==> src/sv/rnet_pkg.sv <==
// Package for the spatial index node entry table.
// Holds the transaction payload types, operation and status codes and the
// command and status structs shared by the controller and the datapath.
package rnet_pkg;

  localparam logic [1:0] OP_ADD    = 2'd0;
  localparam logic [1:0] OP_FIND   = 2'd1;
  localparam logic [1:0] OP_DELETE = 2'd2;

  localparam logic [1:0] ST_OK    = 2'd0;
  localparam logic [1:0] ST_FULL  = 2'd1;
  localparam logic [1:0] ST_EMPTY = 2'd2;
  localparam logic [1:0] ST_RANGE = 2'd3;

  localparam int COUNT_OUT_W = 9;

  typedef struct packed {
    logic [1:0]          opcode;
    logic signed [31:0]  rect_min_x;
    logic signed [31:0]  rect_min_y;
    logic signed [31:0]  rect_max_x;
    logic signed [31:0]  rect_max_y;
    logic [30:0]         entry_tag;
    logic [7:0]          slot_index;
  } req_t;

  typedef struct packed {
    logic [1:0]             status;
    logic                   found;
    logic [COUNT_OUT_W-1:0] count;
    logic signed [31:0]     bound_min_x;
    logic signed [31:0]     bound_min_y;
    logic signed [31:0]     bound_max_x;
    logic signed [31:0]     bound_max_y;
  } rsp_t;

  typedef struct packed {
    logic signed [31:0] min_x;
    logic signed [31:0] min_y;
    logic signed [31:0] max_x;
    logic signed [31:0] max_y;
    logic [30:0]        tag;
  } entry_t;

  typedef struct packed {
    logic load;
    logic judge;
    logic add_commit;
    logic rd_slot;
    logic hold_del;
    logic rd_last;
    logic move;
    logic clear_bounds;
    logic scan_start;
    logic scan_rd;
    logic emit;
  } cmd_t;

  typedef struct packed {
    logic [1:0] op;
    logic       full;
    logic       empty;
    logic       slot_bad;
    logic       touch;
    logic       scan_last;
    logic       out_busy;
  } sts_t;

endpackage

==> src/sv/rnet_ctrl.sv <==
// Controller state machine for the node entry table.
// Depends on rnet_pkg; drives commands to rnet_datapath from its status.
module rnet_ctrl
  import rnet_pkg::*;
(
  input  logic clk,
  input  logic rst,
  input  logic in_valid,
  output logic in_ready,
  input  sts_t sts,
  output cmd_t cmd
);

  typedef enum logic [7:0] {
    S_IDLE     = 8'b00000001,
    S_DISPATCH = 8'b00000010,
    S_DEL_A    = 8'b00000100,
    S_DEL_B    = 8'b00001000,
    S_DEL_C    = 8'b00010000,
    S_SCAN     = 8'b00100000,
    S_DRAIN    = 8'b01000000,
    S_DONE     = 8'b10000000
  } state_t;

  state_t state, state_next;

  always_ff @(posedge clk) begin
    if (rst) begin
      state <= S_IDLE;
    end else begin
      state <= state_next;
    end
  end

  assign in_ready = (state == S_IDLE);

  always_comb begin
    state_next = state;
    cmd = '0;
    case (state)
      S_IDLE: begin
        if (in_valid) begin
          cmd.load = 1'b1;
          state_next = S_DISPATCH;
        end
      end
      S_DISPATCH: begin
        cmd.judge = 1'b1;
        state_next = S_DONE;
        case (sts.op)
          OP_ADD: begin
            if (!sts.full) begin
              cmd.add_commit = 1'b1;
            end
          end
          OP_FIND: begin
            if (!sts.empty) begin
              cmd.scan_start = 1'b1;
              state_next = S_SCAN;
            end
          end
          OP_DELETE: begin
            if (!sts.empty && !sts.slot_bad) begin
              cmd.rd_slot = 1'b1;
              state_next = S_DEL_A;
            end
          end
          default: begin
          end
        endcase
      end
      S_DEL_A: begin
        cmd.hold_del = 1'b1;
        cmd.rd_last = 1'b1;
        state_next = S_DEL_B;
      end
      S_DEL_B: begin
        cmd.move = 1'b1;
        state_next = S_DEL_C;
      end
      S_DEL_C: begin
        if (sts.empty) begin
          cmd.clear_bounds = 1'b1;
          state_next = S_DONE;
        end else if (sts.touch) begin
          cmd.scan_start = 1'b1;
          state_next = S_SCAN;
        end else begin
          state_next = S_DONE;
        end
      end
      S_SCAN: begin
        cmd.scan_rd = 1'b1;
        if (sts.scan_last) begin
          state_next = S_DRAIN;
        end
      end
      S_DRAIN: begin
        state_next = S_DONE;
      end
      S_DONE: begin
        if (!sts.out_busy) begin
          cmd.emit = 1'b1;
          state_next = S_IDLE;
        end
      end
      default: begin
        state_next = S_IDLE;
      end
    endcase
  end

`ifndef NO_ASSERTIONS
  a_scan_not_empty: assert property (@(posedge clk) disable iff (rst)
    (state == S_SCAN) |-> !sts.empty)
    else $error("Scan running over an empty table.");
  a_emit_then_idle: assert property (@(posedge clk) disable iff (rst)
    cmd.emit |=> in_ready)
    else $error("Controller not idle after delivering a result.");
  a_load_only_idle: assert property (@(posedge clk) disable iff (rst)
    cmd.load |=> (state == S_DISPATCH))
    else $error("Accepted transaction not dispatched.");
`endif

endmodule

==> config.mk <==
export PLATFORM = sky130hd
export DESIGN_NAME = rnet_ctrl
export DESIGN_NICKNAME = d
export VERILOG_FILES = /design/src/sv/rnet_pkg.sv /design/src/sv/rnet_ctrl.sv
export SDC_FILE = /design/constraint.sdc
export NUM_CORES = 1
export LEC_CHECK = 0
export BUFFER_PORTS_ARGS = -buffer_cell sky130_fd_sc_hd__buf_2
export CAP_MARGIN = 20
export CORE_UTILIZATION = 43
export CTS_CLUSTER_DIAMETER = 50
export CTS_CLUSTER_SIZE = 10
export DETAILED_ROUTE_END_ITERATION = 12
export GPL_TIMING_DRIVEN = 0
export HOLD_SLACK_MARGIN = 0.15
export MAX_ROUTING_LAYER = met4
export PLACE_DENSITY = 0.73
export SLEW_MARGIN = 15
export SYNTH_ARGS = -nofsm -noshare
export SYNTH_HDL_FRONTEND = slang
export SYNTH_SLANG_ARGS = --single-unit
==> constraint.sdc <==
create_clock -name clk -period 1.6 [get_ports clk]
set_clock_uncertainty 0.2 [all_clocks]
set_input_delay 0.08 -clock clk [delete_from_list [all_inputs] [get_ports clk]]
set_output_delay 0.08 -clock clk [all_outputs]
set_load 0.01 [all_outputs]
======== Yosys cells after proc, flatten, opt, wreduce, memory -nomap -nowiden ========
Index checks and enable logic that the tools add are counted.
operators by class
  $mul .................................... 0
  reduce and logical (&&, ||, !) cells .... 5
  shifts and indexed selects .............. 0
  add/subtract/negate cells ............... 0
  eq/ne operators ......................... 13
  div/mod/pow operators ................... 0
  bitwise gates (word level) .............. 0
  multiplexer cells ....................... 28
  $lt $le $gt $ge ......................... 0
operators by type and width
  operator            number
  $pmux 8 s8          1
  $mux 8              7
  $mux 1              16
  $pmux 8 s2          1
  $eq 8x1->1 const B  1
  $eq 8x2->1 const B  1
  $eq 8x3->1 const B  1
  $eq 8x4->1 const B  1
  $eq 8x5->1 const B  1
  $eq 8x6->1 const B  1
  $eq 8x7->1 const B  1
  $eq 8x8->1 const B  1
  $ne 2x2->1 const B  3
  $mux 3              1
  $reduce_and 3->1    1
  $eq 2x1->1 const B  1
  $eq 2x2->1 const B  1
  $logic_not 1->1     2
  $logic_not 2->1     1
  $mux 2              1
  $pmux 1 s2          1
  $logic_and 1x1->1   1
storage, ports and cells
  ROM bits ................................ 0
  memory bits (writable) .................. 0
  latch bits .............................. 0
  register bits ........................... 8
  logic and storage cells ................. 47
  memories ................................ 0
  output and inout bits ................... 12

======== Logic depth before layout (Yosys ltp) ========
  depth after elaboration ................. 5
  mapped depth ............................ 6

======== Least setup slack after synthesis ========
No wires, ideal clock.
  path kind ............................... register to output
  start ................................... register state[3]
  end ..................................... output cmd[0] (netlist name)
  path buffers ............................ 0
  setup slack ............................. -0.082 ns
  data arrival time ....................... 1.402 ns
  cell stages (with the launch flop) ...... 5
  cell sequence ........................... dfxtp_1 -> nor2_4 -> nand2_1 -> or3_4 -> nor4b_1
RTL lines
  item                      RTL line         RTL
  start: declaration        rnet_ctrl.sv:25  state_t state, state_next;
  start signal: assignment  rnet_ctrl.sv:31  state <= state_next;
  end: declaration          rnet_ctrl.sv:11  output cmd_t cmd

==> key figures <==
Status
  – Status: complete, but fails checks
  – Failing checks: negative setup slack

Final layout
  – Final cell count without fillers: 147
  – Commonest non-fill, non-tap cells in the layout: buf_4, buf_2, buf_6
  – Largest register FFs: 8
  – Diode count: 0
  – Top flop regs: state x8
  – Synth-to-layout area growth: 89.8%
  – Finished Core Util: 0.929
  – Area of the multi-input gates: 586 sq um
  – Largest reg by FF count: state
  – NumNets Final: 148
  – Fill cells: 49
  – Layout cell share with drive strength beyond 1: 0.629
  – Register area: 185 sq um

Worst setup path
  – CP endpoint: cmd[8]
  – Crit. End Element: output pin
  – Critical Path Source Type: flip-flop
  – Worst Reg-to-Reg Cells: 8
  – Crit-path max FO: 6
  – Register-to-register setup slack: -0.26 ns
  – FF-to-FF End: state[0]$_SDFFE_PP1P_
  – Critical path class: flip-flop to output pin
  – CP arrival: 1.72 ns
  – Setup crit start: state[4]$_SDFFE_PP0P_
  – Worst R2R Start: state[4]$_SDFFE_PP0P_
  – Worst path required time: 1.32 ns

Synthesis
  – Register area share after synthesis: 0.237
  – Post-synth EDFFs: 0
  – Leading register cell type out of synthesis: dfxtp_1
  – Netlist cell types: 35
  – Ys Warns: 0
  – Syn nets: 93
  – #FFs+latches synth: 8
  – Synthesized cell area: 677 sq um
  – Gate count after technology mapping: 79
  – Syn_area_per_cell: 8.57 sq um
  – Async SR Flop Fraction: 0

Power and ir drop
  – Switch Pwr: 0.216 mW
  – Clock Power Share: 0.280
  – LEAKAGE: 0.576 nW
  – Reg power frac: 0.316
  – Max rail drop VDD: 0.376 mV
  – Pwr Density: 506 nW/um^2
  – Sw Ratio: 0.332
  – Internal Power: 0.434 mW
  – Combinational share of power: 0.405

Clock tree
  – Clock tree buffer depth: 2
  – Root Driver: clkbuf_4
  – H-Tree Depth: 1
  – Clk pin slew, worst setup/hold paths: 0.06 ns
  – CTS sink cnt: 8
  – Num CTS Buffers: 3
  – CTS tree: built
  – Clk Latency, worst-skew pair: 0.28 ns

Detailed routing
  – Via Count: 838
  – Final ANT Viol Nets: 0
  – Routed WL: 2900 um
  – Drt drc: 0
  – Via density: 5.70
  – Detailed Route Iter0 Violations: 23
  – Drt pass-1 iters: 4
  – Drt wl/cell: 19.7 um

Placement
  – Post-placement cell count: 116
  – GPL Wtd Cong: 0.780
  – # port buffers: 22
  – DP HPWL: 1100 um

Hold path
  – Hold path cells: 3
  – Hold Path Class: input pin to output pin

STA
  – Min Clock Period, post-route: 2.00 ns
  – Worst rel slew slack: 0.749
  – Final count of hold timing violations: 0
  – Crit share post-route: 1.25
  – RSZ-0062 raised after global routing: true
  – Setup TNS Final: -4.37 ns
  – Final WS setup: -0.403 ns
  – Final setup viols: 17
  – Max Slew Vio Count: 0
  – Worst Max-Slew Pin Slew: 0.372 ns
  – Fmax: 0.499 GHz

Die
  – Full die area: 1740 sq um
  – Io pins: 23
  – Chip height: 41.7 um
  – Die width: 41.7 um
  – Core ar.: 1380 sq um
  – Starting Density: 0.490
  – FP Rows: 13

GRT
  – Pin count of the biggest net entering global routing: 11
  – Total gr overflow: 0
  – Vias in the first global route: 766
  – GRT Util Overall: 0.284
  – Antenna violations before repair: 0
  – Global-route wire length before repair: 3510 um

Run
  – Max Cap Viol: 0
-- worst max-delay path: stages, from the launching register on --
cell and delay, ns:
dfxtp_4 0.37, nor4_4 0.39, nand4b_4 0.19, nor3b_1 0.29, buf_2 0.20
-- cell type report --
type	instances	area share
Buffer	3	0.0204
Timing Repair Buffer	53	0.336
Inverter	4	0.0117
Tap cell	15	0.0146
Sequential cell	8	0.144
Multi-Input combinational cell	61	0.456
Clock buffer	3	0.0175
-- per-stage QoR --
stage               power, mW  hold WS, ns  cell area [sq um]  setup WS (ns)
global route            0.671        0.229               1280         -0.467
finish                  0.651        0.234               1280         -0.403
detailed placement      0.328        0.174                812         -0.190
global placement        0.325        0.179                812         -0.142
CTS                     0.588        0.199               1130         -0.313
floorplan               0.288      -0.0509                683        -0.0710
-- worst min path at each step --
stage	startpoint	endpoint	slack, ns
global placement	rst	state[3]$_SDFFE_PP0P_	0.18
detailed placement	rst	state[1]$_SDFFE_PP0P_	0.17
global route	sts[5]	cmd[8]	0.23
floorplan	rst	state[7]$_SDFFE_PP0P_	-0.05
CTS	sts[5]	cmd[8]	0.20
finish	sts[5]	cmd[8]	0.23
-- metal layers --
layer / up-vias / routed length [um] / part of all wire / track usage
met2: 41 / 1520 / 0.52 / 0.513
met1: 400 / 1130 / 0.39 / 0.268
met5: - / 0 / 0 / -
met4: 0 / 93 / 0.032 / 0.142
met3: 10 / 158 / 0.054 / 0.0870
li1: 387 / - / - / -
-- synthesized netlist by cell type (2+ instances only) --
library cell	n	area [sq um]
nor4b_1	3	26.3
nor2_1	6	22.5
buf_4	3	22.5
inv_1	4	15.0
and3b_1	2	17.5
nor2b_1	3	18.8
ha_1	3	37.5
o21ai_0	3	15.0
dfxtp_1	8	160
nand2b_1	6	37.5
nor4_1	2	12.5
and2_1	3	18.8
nand3b_1	2	15.0
nor3b_1	2	15.0
nor3_1	3	15.0
a21oi_1	4	20.0
nand2_1	4	15.0
-- power by group through the flow --
stage	logic [mW]	clock network [mW]	registers (mW)
2_1_floorplan	0.0712	0	0.217
3_3_place_gp	0.106	0	0.218
3_5_place_dp	0.109	0	0.219
4_1_cts	0.210	0.171	0.208
5_1_grt	0.275	0.191	0.206
6_report	0.263	0.182	0.205
-- timing repair --
action                                  in CTS  in global routing
gates resized for setup                     33                 24
hold endpoints to repair                     8                  0
pin swaps                                   14                 13
setup buffers                               13                 11
endpoints found under the setup margin      18                 19
hold buffers                                10                  0
-- kinds of logic after synthesis --
group	synth area share
AOI/OAI and AO/OA	0.131
xor gates and xnor gates	0.0129
adders and majority gates	0.0555
buffers and inverters	0.0850
DFF	0.237
and+or+nand+nor	0.479
No activity file was read; power rests on OpenSTA's default activity.
